`src/rtl/vmx_pkg.sv`:
```
// shared types and constants of the voice mixer
`default_nettype none

package vmx_pkg;

  // effect header bytes that are not played
  localparam int unsigned HEADER_BYTES = 1024;
  // loudest volume, larger volumes saturate to it
  localparam int unsigned VOL_MAX = 127;
  // unsigned sample that means silence
  localparam logic [7:0] MID_SAMPLE = 8'd128;
  // clamp rails of the mixed sum
  localparam int signed MIX_MIN = -128;
  localparam int signed MIX_MAX = 127;
  localparam logic [7:0] OUT_MIN = 8'd0;
  localparam logic [7:0] OUT_MAX = 8'd255;

  typedef enum logic {
    CMD_MIX   = 1'b0,
    CMD_START = 1'b1
  } cmd_t;

  // per-transaction control broadcast to every lane
  typedef struct packed {
    logic       go;
    logic       is_start;
    logic       long_eff;
    logic       pick_active;
    logic [2:0] atten;
  } vmx_ctl_t;

  typedef struct packed {
    logic [7:0] mixed_sample;
    logic [2:0] voice;
    logic [7:0] active_mask;
  } vmx_result_t;

endpackage

`default_nettype wire

```
`src/rtl/vmx_if.sv`:
```
// input and result channel interfaces of the voice mixer
`default_nettype none

interface vmx_in_if;
  logic        valid;
  logic        ready;
  logic        cmd;
  logic [23:0] effect_size;
  logic [7:0]  volume;
  logic [63:0] samples;

  modport source (output valid, cmd, effect_size, volume, samples, input ready);
  modport sink (input valid, cmd, effect_size, volume, samples, output ready);
endinterface

interface vmx_out_if;
  logic       valid;
  logic       ready;
  logic [7:0] mixed_sample;
  logic [2:0] voice;
  logic [7:0] active_mask;

  modport source (output valid, mixed_sample, voice, active_mask, input ready);
  modport sink (input valid, mixed_sample, voice, active_mask, output ready);
endinterface

`default_nettype wire

```
`src/rtl/vmx_lane.sv`:
```
// one voice lane: length counter, attenuation, age rank and sample contribution
`default_nettype none

module vmx_lane #(
  parameter int VOICES      = 8,
  parameter int LENGTH_BITS = 24
) (
  input  logic                                   clk,
  input  logic                                   rst_n,
  input  vmx_pkg::vmx_ctl_t                      ctl,
  input  logic                                   is_pick,
  input  logic [$clog2(VOICES)-1:0]              pick_order,
  input  logic [LENGTH_BITS-1:0]                 len,
  input  logic [7:0]                             sample,
  input  logic [VOICES-1:0]                      drop_all,
  input  logic [VOICES-1:0][$clog2(VOICES)-1:0]  order_all,
  output logic                                   active,
  output logic                                   active_nxt,
  output logic                                   drop,
  output logic [$clog2(VOICES)-1:0]              order,
  output logic signed [7:0]                      contrib
);
  import vmx_pkg::*;

  localparam int OW = $clog2(VOICES);

  logic                   active_r;
  logic [OW-1:0]          order_r, order_nxt;
  logic [LENGTH_BITS-1:0] left_r, left_nxt;
  logic [2:0]             atten_r, atten_nxt;
  logic [OW-1:0]          older_drops;

  // last sample of this voice goes out with this mix
  assign drop = active_r && (left_r == LENGTH_BITS'(1));

  // dropped voices that are newer than this one pull its rank down
  always_comb begin
    older_drops = '0;
    for (int j = 0; j < VOICES; j++) begin
      if (drop_all[j] && (order_all[j] < order_r)) begin
        older_drops = older_drops + OW'(1);
      end
    end
  end

  always_comb begin
    active_nxt = active_r;
    order_nxt  = order_r;
    left_nxt   = left_r;
    atten_nxt  = atten_r;
    if (ctl.go) begin
      if (ctl.is_start) begin
        if (is_pick) begin
          atten_nxt  = ctl.atten;
          order_nxt  = '0;
          active_nxt = ctl.long_eff;
          left_nxt   = ctl.long_eff ? len : '0;
        end else if (active_r) begin
          order_nxt = order_r
                    - OW'(ctl.pick_active && (pick_order < order_r))
                    + OW'(ctl.long_eff);
        end
      end else if (active_r) begin
        left_nxt = left_r - LENGTH_BITS'(1);
        if (drop) begin
          active_nxt = 1'b0;
          order_nxt  = '0;
        end else begin
          order_nxt = order_r - older_drops;
        end
      end
    end
  end

  always_ff @(posedge clk) begin
    if (!rst_n) begin
      active_r <= 1'b0;
      order_r  <= '0;
      left_r   <= '0;
      atten_r  <= '0;
    end else begin
      active_r <= active_nxt;
      order_r  <= order_nxt;
      left_r   <= left_nxt;
      atten_r  <= atten_nxt;
    end
  end

  assign active  = active_r;
  assign order   = order_r;
  assign contrib = active_r ? ($signed({~sample[7], sample[6:0]}) >>> atten_r) : 8'sd0;

endmodule

`default_nettype wire

```
`src/rtl/vmx_mixsum.sv`:
```
// adds the lane contributions, clamps and re-centers the result
`default_nettype none

module vmx_mixsum #(
  parameter int VOICES = 8
) (
  input  logic [VOICES-1:0][7:0] contrib,
  output logic [7:0]             mixed
);
  import vmx_pkg::*;

  localparam int SW = 9 + $clog2(VOICES);

  logic signed [SW-1:0] sum;

  always_comb begin
    sum = '0;
    for (int i = 0; i < VOICES; i++) begin
      sum = sum + SW'($signed(contrib[i]));
    end
  end

  always_comb begin
    priority if (sum < MIX_MIN) begin
      mixed = OUT_MIN;
    end else if (sum > MIX_MAX) begin
      mixed = OUT_MAX;
    end else begin
      mixed = {~sum[7], sum[6:0]};
    end
  end

endmodule

`default_nettype wire

```
`src/rtl/vmx_skid.sv`:
```
// two-entry result buffer so input keeps flowing while a result waits
`default_nettype none

module vmx_skid (
  input  logic                  clk,
  input  logic                  rst_n,
  input  logic                  push,
  input  vmx_pkg::vmx_result_t  push_data,
  output logic                  full,
  vmx_out_if.source             out_ch
);
  import vmx_pkg::*;

  logic [1:0]  cnt_r, cnt_nxt;
  vmx_result_t head_r, head_nxt;
  vmx_result_t skid_r, skid_nxt;
  logic        pop;

  assign pop  = out_ch.valid && out_ch.ready;
  assign full = (cnt_r == 2'd2);

  always_comb begin
    cnt_nxt  = cnt_r;
    head_nxt = head_r;
    skid_nxt = skid_r;
    unique case (cnt_r)
      2'd0: begin
        if (push) begin
          head_nxt = push_data;
          cnt_nxt  = 2'd1;
        end
      end
      2'd1: begin
        if (push && pop) begin
          head_nxt = push_data;
        end else if (push) begin
          skid_nxt = push_data;
          cnt_nxt  = 2'd2;
        end else if (pop) begin
          cnt_nxt = 2'd0;
        end
      end
      2'd2: begin
        if (pop) begin
          head_nxt = skid_r;
          cnt_nxt  = 2'd1;
        end
      end
      default: begin
        cnt_nxt = 2'd0;
      end
    endcase
  end

  always_ff @(posedge clk) begin
    if (!rst_n) begin
      cnt_r <= 2'd0;
    end else begin
      cnt_r <= cnt_nxt;
    end
  end

  always_ff @(posedge clk) begin
    head_r <= head_nxt;
    skid_r <= skid_nxt;
  end

  assign out_ch.valid        = (cnt_r != 2'd0);
  assign out_ch.mixed_sample = head_r.mixed_sample;
  assign out_ch.voice        = head_r.voice;
  assign out_ch.active_mask  = head_r.active_mask;

endmodule

`default_nettype wire

```
`src/rtl/voice_mixer_with_stealing.sv`:
```
// top level of the voice mixer with voice stealing
`default_nettype none

// Voice mixer for VOICES voices of 8-bit unsigned audio. Each input
// transaction is either a start (cmd=1) or a mix (cmd=0), and each gives
// exactly one result transaction. A start takes the highest-numbered idle
// voice, or steals the voice started longest ago when all are playing; the
// voice then plays effect_size-1024 samples (none if that is not positive)
// with a right shift of (127-min(volume,127))>>4. A mix adds every playing
// voice's (byte-128) shifted by its attenuation, clamps to -128..127 and
// re-centers at 128; a voice whose count runs out is already idle in that
// result's active_mask. Every voice is a lane of its own holding its
// counter, shift and age rank; all lanes update in the cycle the transaction
// is accepted and an adder across the lanes forms the mix. Throughput is one
// transaction per clock while the buffer has room; each result is registered
// in a two-entry result buffer, which keeps in_ch.ready high while one result
// waits, so input stalls only when two results are pending.
module voice_mixer_with_stealing #(
  parameter int VOICES      = 8,
  parameter int LENGTH_BITS = 24
) (
  input  logic       clk,
  input  logic       rst_n,
  vmx_in_if.sink     in_ch,
  vmx_out_if.source  out_ch
);
  import vmx_pkg::*;

  localparam int OW = $clog2(VOICES);

  logic                         go;
  logic                         is_start;
  logic                         buf_full;
  vmx_ctl_t                     ctl;
  logic [VOICES-1:0]            act_r;
  logic [VOICES-1:0]            act_nxt;
  logic [VOICES-1:0]            drop_all;
  logic [VOICES-1:0][OW-1:0]    order_all;
  logic [VOICES-1:0][7:0]       contrib;
  logic [7:0]                   lane_byte [VOICES];

  // voice allocation
  logic                         free_found;
  logic                         steal_found;
  logic [OW-1:0]                free_idx;
  logic [OW-1:0]                steal_idx;
  logic [OW-1:0]                pick_idx;
  logic [OW-1:0]                pick_order;

  // start parameters
  logic [31:0]                  len32;
  logic [LENGTH_BITS-1:0]       len;
  logic                         long_eff;
  logic [6:0]                   vol_sat;
  logic [2:0]                   atten;

  logic [7:0]                   mix_out;
  logic [7:0]                   mask;
  vmx_result_t                  res;

  // a transaction is taken whenever the result buffer has room
  assign in_ch.ready = !buf_full;
  assign go          = in_ch.valid && in_ch.ready;
  assign is_start    = (in_ch.cmd == CMD_START);

  // highest idle voice wins; with none idle, the voice holding the oldest rank
  always_comb begin
    free_found  = 1'b0;
    steal_found = 1'b0;
    free_idx    = '0;
    steal_idx   = '0;
    for (int i = 0; i < VOICES; i++) begin
      if (!act_r[i]) begin
        free_found = 1'b1;
        free_idx   = OW'(i);
      end
      if (act_r[i] && (order_all[i] == OW'(VOICES - 1))) begin
        steal_found = 1'b1;
        steal_idx   = OW'(i);
      end
    end
    pick_idx = free_found ? free_idx : steal_idx;
  end

  assign pick_order = order_all[pick_idx];

  // playing length, saturated to the counter width
  assign long_eff = (in_ch.effect_size > 24'(HEADER_BYTES));
  assign len32    = 32'(in_ch.effect_size) - 32'(HEADER_BYTES);
  assign len      = ((len32 >> LENGTH_BITS) != 32'd0) ? '1 : len32[LENGTH_BITS-1:0];

  // attenuation from the saturated volume
  assign vol_sat = (in_ch.volume > 8'(VOL_MAX)) ? 7'(VOL_MAX) : in_ch.volume[6:0];
  assign atten   = 3'((7'(VOL_MAX) - vol_sat) >> 4);

  always_comb begin
    ctl             = '0;
    ctl.go          = go;
    ctl.is_start    = is_start;
    ctl.long_eff    = long_eff;
    ctl.pick_active = act_r[pick_idx];
    ctl.atten       = atten;
  end

  // one lane per voice; voices past the eighth hear silence
  for (genvar g = 0; g < VOICES; g++) begin : g_lane
    if (g < 8) begin : g_byte
      assign lane_byte[g] = in_ch.samples[8*g +: 8];
    end else begin : g_silent
      assign lane_byte[g] = MID_SAMPLE;
    end

    vmx_lane #(
      .VOICES      (VOICES),
      .LENGTH_BITS (LENGTH_BITS)
    ) u_lane (
      .clk        (clk),
      .rst_n      (rst_n),
      .ctl        (ctl),
      .is_pick    (pick_idx == OW'(g)),
      .pick_order (pick_order),
      .len        (len),
      .sample     (lane_byte[g]),
      .drop_all   (drop_all),
      .order_all  (order_all),
      .active     (act_r[g]),
      .active_nxt (act_nxt[g]),
      .drop       (drop_all[g]),
      .order      (order_all[g]),
      .contrib    (contrib[g])
    );
  end

  // merge the lane contributions into one output sample
  vmx_mixsum #(
    .VOICES (VOICES)
  ) u_mixsum (
    .contrib (contrib),
    .mixed   (mix_out)
  );

  // active mask shows the low eight voices after this transaction
  always_comb begin
    mask = '0;
    for (int i = 0; i < 8; i++) begin
      if (i < VOICES) begin
        mask[i] = act_nxt[i];
      end
    end
  end

  always_comb begin
    res.mixed_sample = is_start ? MID_SAMPLE : mix_out;
    res.voice        = is_start ? 3'(pick_idx) : 3'd0;
    res.active_mask  = mask;
  end

  vmx_skid u_skid (
    .clk       (clk),
    .rst_n     (rst_n),
    .push      (go),
    .push_data (res),
    .full      (buf_full),
    .out_ch    (out_ch)
  );

  // with every voice busy, at least one voice must hold the oldest rank
  a_steal_target: assert property (@(posedge clk) disable iff (!rst_n)
    (&act_r) |-> steal_found)
    else $error("no oldest voice while all voices play");

  // a long start leaves its chosen voice playing
  a_start_plays: assert property (@(posedge clk) disable iff (!rst_n)
    (go && is_start && long_eff) |=> act_r[$past(pick_idx)])
    else $error("started voice not active");

  // a start adds at most one playing voice
  a_start_grows_one: assert property (@(posedge clk) disable iff (!rst_n)
    (go && is_start) |=> ($countones(act_r) <= $past($countones(act_r)) + 1))
    else $error("start added more than one voice");

  // a mix never brings a voice to life
  a_mix_no_new: assert property (@(posedge clk) disable iff (!rst_n)
    (go && !is_start) |=> ((act_r & ~$past(act_r)) == '0))
    else $error("mix activated a voice");

  // every accepted transaction has a result waiting in the next cycle
  a_result_ready: assert property (@(posedge clk) disable iff (!rst_n)
    go |=> out_ch.valid)
    else $error("accepted transaction left no result");

endmodule

`default_nettype wire

```
`src/flat_wrapper.sv`:
```
// flat-port wrapper written by rule: the top's interface ports become plain ports
module voice_mixer_with_stealing_flat import vmx_pkg::*;
#(
  parameter int VOICES      = 8,
  parameter int LENGTH_BITS = 24
)
  (clk, rst_n, in_ch_valid, in_ch_cmd, in_ch_effect_size, in_ch_volume, in_ch_samples, in_ch_ready, out_ch_valid, out_ch_mixed_sample, out_ch_voice, out_ch_active_mask, out_ch_ready);
  vmx_in_if in_ch_i ();
  vmx_out_if out_ch_i ();
  input  logic clk;
  input  logic rst_n;
  input wire logic [$bits(in_ch_i.valid)-1:0] in_ch_valid;
  input wire logic [$bits(in_ch_i.cmd)-1:0] in_ch_cmd;
  input wire logic [$bits(in_ch_i.effect_size)-1:0] in_ch_effect_size;
  input wire logic [$bits(in_ch_i.volume)-1:0] in_ch_volume;
  input wire logic [$bits(in_ch_i.samples)-1:0] in_ch_samples;
  output wire logic [$bits(in_ch_i.ready)-1:0] in_ch_ready;
  output wire logic [$bits(out_ch_i.valid)-1:0] out_ch_valid;
  output wire logic [$bits(out_ch_i.mixed_sample)-1:0] out_ch_mixed_sample;
  output wire logic [$bits(out_ch_i.voice)-1:0] out_ch_voice;
  output wire logic [$bits(out_ch_i.active_mask)-1:0] out_ch_active_mask;
  input wire logic [$bits(out_ch_i.ready)-1:0] out_ch_ready;
  assign in_ch_i.valid = in_ch_valid;
  assign in_ch_i.cmd = in_ch_cmd;
  assign in_ch_i.effect_size = in_ch_effect_size;
  assign in_ch_i.volume = in_ch_volume;
  assign in_ch_i.samples = in_ch_samples;
  assign in_ch_ready = in_ch_i.ready;
  assign out_ch_valid = out_ch_i.valid;
  assign out_ch_mixed_sample = out_ch_i.mixed_sample;
  assign out_ch_voice = out_ch_i.voice;
  assign out_ch_active_mask = out_ch_i.active_mask;
  assign out_ch_i.ready = out_ch_ready;
  voice_mixer_with_stealing #(.VOICES(VOICES), .LENGTH_BITS(LENGTH_BITS)) u_core (.clk(clk), .rst_n(rst_n), .in_ch(in_ch_i), .out_ch(out_ch_i));
endmodule
```
`config.mk`:
```
export PLATFORM = sky130hd
export DESIGN_NAME = voice_mixer_with_stealing_flat
export DESIGN_NICKNAME = d
export VERILOG_FILES = /design/src/rtl/vmx_pkg.sv /design/src/rtl/vmx_if.sv /design/src/rtl/vmx_lane.sv /design/src/rtl/vmx_mixsum.sv /design/src/rtl/vmx_skid.sv /design/src/rtl/voice_mixer_with_stealing.sv /design/src/flat_wrapper.sv
export SDC_FILE = /design/constraint.sdc
export NUM_CORES = 1
export LEC_CHECK = 0
export BUFFER_PORTS_ARGS = -buffer_cell sky130_fd_sc_hd__buf_2
export CORE_MARGIN = 1.5
export CORE_UTILIZATION = 35
export CTS_CLUSTER_SIZE = 14
export DETAILED_ROUTE_END_ITERATION = 8
export PLACE_DENSITY = 0.51
export SLEW_MARGIN = 20
export SYNTH_ARGS = -nofsm -noshare
export SYNTH_HDL_FRONTEND = slang
export SYNTH_HIERARCHICAL = 1
export SYNTH_SLANG_ARGS = --single-unit
```
`constraint.sdc`:
```
create_clock -name clk -period 7 [get_ports clk]
set_input_delay 0 -clock clk [delete_from_list [all_inputs] [get_ports clk]]
set_output_delay 0 -clock clk [all_outputs]
set_load 0.02 [all_outputs]
```
# Word-level counts from Yosys, hierarchy flattened
# Index checks and enable logic that the tools add are counted.
# Widths: inputs -> output; s select.
# op_classes
order_cmp	77
n_mux	220
n_shift	8
n_eq_ne	37
add_sub_neg	97
n_reduce_logical	139
bitwise	10
# op_table
operator	n
$mux 24	26
$mux 3	107
$lt 3x3->1	72
$eq 24x1->1 const B	8
$sub 24x1->24 const B	8
$add 3x1->3 const B	56
$logic_and 1x1->1	90
$mux 8	11
$reduce_and 3->1	25
$sshr 8x3->8	8
$mux 1	59
$mux 19	3
$pmux 19 s3	1
$add 12x8->12	3
$reduce_bool 2->1	17
$eq 3x3->1 const B	11
$reduce_bool 32->1	1
$sub 24x11->25 const B	1
$add 3x1->3	8
$gt 24x11->1 const B	1
$sub 3x1->3	8
$sub 3x3->3	8
$mux 2	9
$ne 2x1->1 const B	8
other kinds (25)	39
# word_totals
word_cells	627
ff_bits	288

# Logic depth before layout (Yosys ltp)
# logic_depth
ltp_word	22
mapped_depth	28

# Hierarchy
# The synthesis kept the hierarchy.
# by_module_without_submodules
mod	cells_per_inst	n_inst	area_per_inst_um2
vmx_lane at u_core.g_lane[2].u_lane ...	435	5	3280.6
vmx_lane at u_core.g_lane[0].u_lane ...	430	3	3283.1
vmx_mixsum	228	1	1989.4
vmx_skid	75	1	1512.7
voice_mixer_with_stealing	145	1	944.7

# Worst setup path after synthesis
# No wires, ideal clock.
# synth_timing
path_type	flip-flop to flip-flop
startpoint	reg u_core.g_lane[2].u_lane.left_r[13]
endpoint	reg u_core.g_lane[7].u_lane.order_r[2]
period_less_slack_ps	6155
t_arrival_ps	6080
path_stages_with_launch	27
path_buffers	1
slack_ps	845
cell_sequence	dfxtp_1 or4_4 or4b_4 nor2_1 nand2_1 nor2_1 nand2b_1 a211o_1 clkbuf_1 mux2i_1 inv_1 ha_1 nand2_1 o21ai_0 mux2_2 ha_1 nor2_1 a211o_1 or3_1 a31oi_1 ha_1 o22ai_1 fa_1 xor2_1 xnor3_1 xnor3_1 o21ai_0
# synth_between
elab_chain_len	18
# synth_rtl
element	line	source
start: declaration	vmx_lane.sv:29	logic [LENGTH_BITS-1:0] left_r, left_nxt;
start signal: assignment	vmx_lane.sv:84	left_r <= left_nxt;
$eq 24x1->1 *	vmx_lane.sv:34	assign drop = active_r && (left_r == LENGTH_BITS'(1));
$logic_and 1x1->1 *	vmx_lane.sv:34	
named net u_core.drop_all[2]	voice_mixer_with_stealing.sv:37	logic [VOICES-1:0] drop_all;
$logic_and 1x1->1 *	vmx_lane.sv:40	if (drop_all[j] && (order_all[j] < order_r)) begin
$mux 3 *	vmx_lane.sv:40	
$add 3x1->3	vmx_lane.sv:41	older_drops = older_drops + OW'(1);
$mux 3 *	vmx_lane.sv:40	
$add 3x1->3	vmx_lane.sv:41	
[... 3 more ...]	-	
$add 3x1->3	vmx_lane.sv:41	
$mux 3 *	vmx_lane.sv:40	
$add 3x1->3	vmx_lane.sv:41	
$mux 3 *	vmx_lane.sv:40	
$sub 3x3->3 *	vmx_lane.sv:69	order_nxt = order_r - older_drops;
$mux 3 *	vmx_lane.sv:65	if (drop) begin
$mux 3 *	vmx_lane.sv:63	end else if (active_r) begin
$mux 3 *	vmx_lane.sv:52	if (ctl.is_start) begin
end signal: assignment	vmx_lane.sv:83	order_r <= order_nxt;
end: declaration	vmx_lane.sv:28	logic [OW-1:0] order_r, order_nxt;
# The timed path passes the listed nets; every way through them passes the cells marked *. The select of a mux whose other input is x is not followed.
# A chain may end at the register's enable or synchronous reset.

# Worst setup path in the final report
# layout_timing
startpoint	reg u_core.g_lane[2].u_lane.left_r[13]
endpoint	reg u_core.g_lane[6].u_lane.order_r[2]
# layout_between
elab_chain_len	18
# layout_rtl
element	line
$eq 24x1->1 *	vmx_lane.sv:34
$logic_and 1x1->1 *	vmx_lane.sv:34
named net u_core.drop_all[2]	voice_mixer_with_stealing.sv:37
$logic_and 1x1->1 *	vmx_lane.sv:40
$mux 3 *	vmx_lane.sv:40
$add 3x1->3	vmx_lane.sv:41
$mux 3 *	vmx_lane.sv:40
$add 3x1->3	vmx_lane.sv:41
[... 3 more ...]	-
$add 3x1->3	vmx_lane.sv:41
$mux 3 *	vmx_lane.sv:40
$add 3x1->3	vmx_lane.sv:41
$mux 3 *	vmx_lane.sv:40
$sub 3x3->3 *	vmx_lane.sv:69
$mux 3 *	vmx_lane.sv:65
$mux 3 *	vmx_lane.sv:63
$mux 3 *	vmx_lane.sv:52
end signal: assignment	vmx_lane.sv:83
end: declaration	vmx_lane.sv:28
# Marks and branches as above.

==> load_flow_metrics.sql <==
INSERT INTO impl_metrics (metric_group, metric, value, unit) VALUES
('clock_network', 'clock_tree.root_cell', 'sky130_fd_sc_hd__clkbuf_16', ''),
('global_route', 'global_route.usage.met3', '0.0298', ''),
('sta', 'worstMarginPinSlew', '1.14', 'ns'),
('worst_setup_path', 'critical_path.endpoint_type', 'flip-flop', ''),
('global_route', 'gr-max-usage-layer', 'met2', ''),
('worst_setup_path', 'timing.critical_path.fanout_max', '7', ''),
('worst_setup_path', 'timing.setup.critical_path_class', 'reg2reg', ''),
('logic_synthesis', 'ys_seq_elements', '288', ''),
('sta', 'finClkSkew', '0.0297', 'ns'),
('sta', 'finalHoldViolations', '0', ''),
('outcome', 'status', 'completed', ''),
('sta', 'hold_ws', '0.0119', 'ns'),
('sta', 'timing.max_slew.rel_slack', '0.234', ''),
('worst_setup_path', 'start_kind', 'flip-flop', ''),
('flow_run', 'timing.max_cap.violations', '0', ''),
('global_route', 'groute.layer.met1.usage', '0.313', ''),
('sta', 'final.setup.worst_slack', '0.431', 'ns'),
('final_layout', 'fin_nets', '4426', ''),
('logic_synthesis', 'synth-edff-count', '38', ''),
('floorplan', 'start_util', '0.353', ''),
('sta', 'finalWorstPathRequiredPeriod', '6.57', 'ns'),
('global_route', 'grt_pass1_vias', '26600', ''),
('drt', 'route.detailed.drc', '0', ''),
('place', 'placed_area', '0.0327', 'mm²'),
('power_and_ir_drop', 'seq_power_share', '0.384', ''),
('clock_network', 'ctsLongestPathBuffers', '3', ''),
('floorplan', 'die_area', '0.0895', 'mm²'),
('power_and_ir_drop', 'power_density', '134', 'mW/mm²'),
('floorplan', 'placementRows', '108', ''),
('clock_network', 'cts_num_sinks', '288', ''),
('power_and_ir_drop', 'cell_internal_power', '0.00314', 'W'),
('global_route', 'grt_max_degree', '170', ''),
('logic_synthesis', 'synth_async_sr_flop_share', '0', ''),
('power_and_ir_drop', 'netSwitchingPower', '0.00142', 'W'),
('final_layout', 'finalInstanceArea', '0.0341', 'mm²'),
('logic_synthesis', 'fraction_of_synthesized_cell_area_taken_by_the_top_area_cell_type', '0.163', ''),
('sta', 'period_share', '0.938', ''),
('global_route', 'groute.layer.met2.usage', '0.348', ''),
('logic_synthesis', 'synth.cells.most_frequent', 'sky130_fd_sc_hd__o21ai_0, sky130_fd_sc_hd__nand2_1, sky130_fd_sc_hd__inv_1', ''),
('logic_synthesis', 'synth_area', '0.0307', 'mm²'),
('sta', 'final-max-slew-violation-count', '0', ''),
('power_and_ir_drop', 'clock_power_share', '0.429', ''),
('drt', 'route.vias.total', '28700', ''),
('logic_synthesis', 'synth.yosys.warnings', '6', ''),
('logic_synthesis', 'syn_area_per_cell', '7.85', 'µm²'),
('floorplan', 'die_h', '299', 'µm'),
('floorplan', 'io_pins', '122', ''),
('clock_network', 'clock_insertion_delay_worst_skew', '0.58', 'ns'),
('clock_network', 'cts_inserted_buffers', '38', ''),
('global_route', 'globalRoute.totalOverflow', '0', ''),
('floorplan', 'die_w', '299', 'µm'),
('power_and_ir_drop', 'worst_ir_drop_vdd', '0.168', 'mV'),
('logic_synthesis', 'synth_fp_nets', '4352', ''),
('drt', 'drt_pass1_iterations', '7', ''),
('global_route', 'global_route_wire_length_before_repair', '157', 'mm'),
('sta', 'timing.setup.tns', '0', 'ns'),
('clock_network', 'clk_pin_slew', '0.06', 'ns'),
('worst_setup_path', 'crit_arrival', '7.06', 'ns'),
('final_layout', 'post_route_cells_drive_above_1_share', '0.107', ''),
('power_and_ir_drop', 'combinationalPowerShare', '0.187', ''),
('drt', 'routedWlPerCell', '19.7', 'µm'),
('drt', 'detail_route.iter0.violations', '2114', ''),
('logic_synthesis', 'synthDistinctLibCells', '95', ''),
('logic_synthesis', 'ys_top_cells_by_area', 'sky130_fd_sc_hd__dfxtp_1, sky130_fd_sc_hd__ha_1, sky130_fd_sc_hd__o21ai_0', ''),
('clock_network', 'cts_tree', 'built', ''),
('drt', 'routed_wl', '102', 'mm'),
('drt', 'route.detailed.vias_per_inst', '5.54', ''),
('place', 'dp_hpwl', '69.9', 'mm'),
('logic_synthesis', 'synthDominantAreaCellType', 'sky130_fd_sc_hd__dfxtp_1', ''),
('sta', 'setup_viol_count_final', '0', ''),
('power_and_ir_drop', 'switching_share', '0.311', '');
## power by group through the flow
| stage | registers, W | logic, W | clock network (W) |
|---|---|---|---|
| 2_1_floorplan | 0.00180 | 0.000536 | 0 |
| 3_3_place_gp | 0.00178 | 0.000839 | 0 |
| 3_5_place_dp | 0.00178 | 0.000839 | 0 |
| 4_1_cts | 0.00175 | 0.000846 | 0.00202 |
| 5_1_grt | 0.00175 | 0.000938 | 0.00208 |
| 6_report | 0.00175 | 0.000854 | 0.00196 |
## placed cells by master (no fill, tap or decap), types with 22 or more instances in the layout
cell type and count:
sky130_fd_sc_hd__clkbuf_16 38, sky130_fd_sc_hd__mux2i_1 65, sky130_fd_sc_hd__dfxtp_1 250, sky130_fd_sc_hd__ha_1 270, sky130_fd_sc_hd__a211o_1 23, sky130_fd_sc_hd__a21boi_0 59
sky130_fd_sc_hd__fa_1 68, sky130_fd_sc_hd__o211ai_1 28, sky130_fd_sc_hd__nor3_1 83, sky130_fd_sc_hd__a211oi_1 38, sky130_fd_sc_hd__mux2_2 42, sky130_fd_sc_hd__nor2_1 304
sky130_fd_sc_hd__xnor3_1 23, sky130_fd_sc_hd__buf_4 79, sky130_fd_sc_hd__nor2b_1 91, sky130_fd_sc_hd__nand2b_1 78, sky130_fd_sc_hd__a2111oi_0 24, sky130_fd_sc_hd__o21a_1 56
sky130_fd_sc_hd__a31oi_1 39, sky130_fd_sc_hd__a21oi_1 209, sky130_fd_sc_hd__nand3_1 45, sky130_fd_sc_hd__nand2_1 365, sky130_fd_sc_hd__buf_2 115, sky130_fd_sc_hd__and3_1 27
sky130_fd_sc_hd__nor4_1 40, sky130_fd_sc_hd__nor3b_1 22, sky130_fd_sc_hd__inv_1 311, sky130_fd_sc_hd__a22oi_1 87, sky130_fd_sc_hd__xor2_1 44, sky130_fd_sc_hd__o2111ai_1 27
sky130_fd_sc_hd__xnor2_1 66, sky130_fd_sc_hd__edfxtp_1 38, sky130_fd_sc_hd__o21ai_0 366, sky130_fd_sc_hd__and2_1 156
## state kept, by name (all words and copies together), names as in the netlist
signal	cells
u_core/u_skid/cnt_r	2
u_core/g_lane.u_lane/atten_r	24
u_core/g_lane.u_lane/order	24
u_core/g_lane.u_lane/left_r	192
u_core/g_lane.u_lane/active	8
u_core/u_skid/out_ch.mixed_sample	8
u_core/u_skid/skid_r	19
u_core/u_skid/out_ch.voice	3
u_core/u_skid/out_ch.active_mask	8
## layout make-up
class / instances / area (µm²) / area share
sequential: 288 / 6150 / 0.180
multi-input combinational: 3138 / 22800 / 0.669
clock inverter: 19 / 183 / 0.00535
clock buffer: 48 / 1020 / 0.0298
tap: 1155 / 1450 / 0.0423
timing repair buffer: 206 / 1310 / 0.0382
antenna: 3 / 7.51 / 0.000220
inverter: 315 / 1190 / 0.0349
## cells by family after synthesis
| group | Yosys count | synth area share |
|---|---|---|
| xor gates and xnor gates | 148 | 0.0588 |
| and+or+nand+nor | 1372 | 0.231 |
| AOI/OAI and AO/OA | 1157 | 0.250 |
| DFF | 288 | 0.200 |
| adders and majority gates | 338 | 0.154 |
| muxes | 123 | 0.0452 |
| buffers and inverters | 487 | 0.0611 |
## repair_timing
action,in CTS,in global routing
resized for setup,0,17
setup endpoints to repair,0,11
endpoints found under the hold margin,31,0
setup buffers,0,1
hold buffers,9,0
## worst max-delay path: stages (launching register included)
cell and delay (ns):
sky130_fd_sc_hd__dfxtp_1 0.34, sky130_fd_sc_hd__or4_4 0.56, sky130_fd_sc_hd__or4b_4 0.51, sky130_fd_sc_hd__nor2_2 0.16
sky130_fd_sc_hd__nand2_1 0.16, sky130_fd_sc_hd__nor2_1 0.18, sky130_fd_sc_hd__buf_4 0.20, sky130_fd_sc_hd__nand2b_1 0.13
sky130_fd_sc_hd__a211o_1 0.39, sky130_fd_sc_hd__mux2i_2 0.27, sky130_fd_sc_hd__inv_1 0.07, sky130_fd_sc_hd__ha_1 0.28
sky130_fd_sc_hd__nand2_1 0.07, sky130_fd_sc_hd__o21ai_0 0.12, sky130_fd_sc_hd__mux2_2 0.29, sky130_fd_sc_hd__ha_1 0.28
sky130_fd_sc_hd__nor2_1 0.04, sky130_fd_sc_hd__a211o_1 0.32, sky130_fd_sc_hd__or3_1 0.35, sky130_fd_sc_hd__a31oi_1 0.19
sky130_fd_sc_hd__ha_1 0.25, sky130_fd_sc_hd__o22ai_1 0.22, sky130_fd_sc_hd__fa_1 0.22, sky130_fd_sc_hd__xor2_1 0.19
sky130_fd_sc_hd__xnor3_1 0.33, sky130_fd_sc_hd__xnor3_1 0.19, sky130_fd_sc_hd__o21ai_0 0.15
## per-layer routing
layer  wire length, µm  vias to the layer above
met3              5710                      147
met5                 0                        -
li1                  -                    14200
met1             48000                    13600
met2             45000                      725
met4              3070                        0
## metrics by stage
| step | std cells | total power [W] |
|---|---|---|
| 3_3_place_gp | 5092 | 0.00262 |
| 5_1_grt | 5170 | 0.00477 |
| 3_5_place_dp | 5092 | 0.00262 |
| 4_1_cts | 5168 | 0.00461 |
| 6_report | 5172 | 0.00456 |
| 2_1_floorplan | 3913 | 0.00233 |
## final timing paths
path | depth (start not counted) | slack (ns) | to | startpoint
setup reg to reg | 26 | 0.43 | u_core/g_lane[6].u_lane/order[2] | u_core/g_lane[2].u_lane/left_r[13]
setup / recovery | 26 | 0.43 | u_core/g_lane[6].u_lane/order[2] | u_core/g_lane[2].u_lane/left_r[13]
hold reg to reg | 2 | 0.49 | u_core/g_lane[4].u_lane/left_r[15] | u_core/g_lane[4].u_lane/left_r[15]
hold / removal | 2 | 0.01 | u_core/g_lane[6].u_lane/left_r[20] | rst_n
Note: power is estimated with default switching activity, not from simulation.
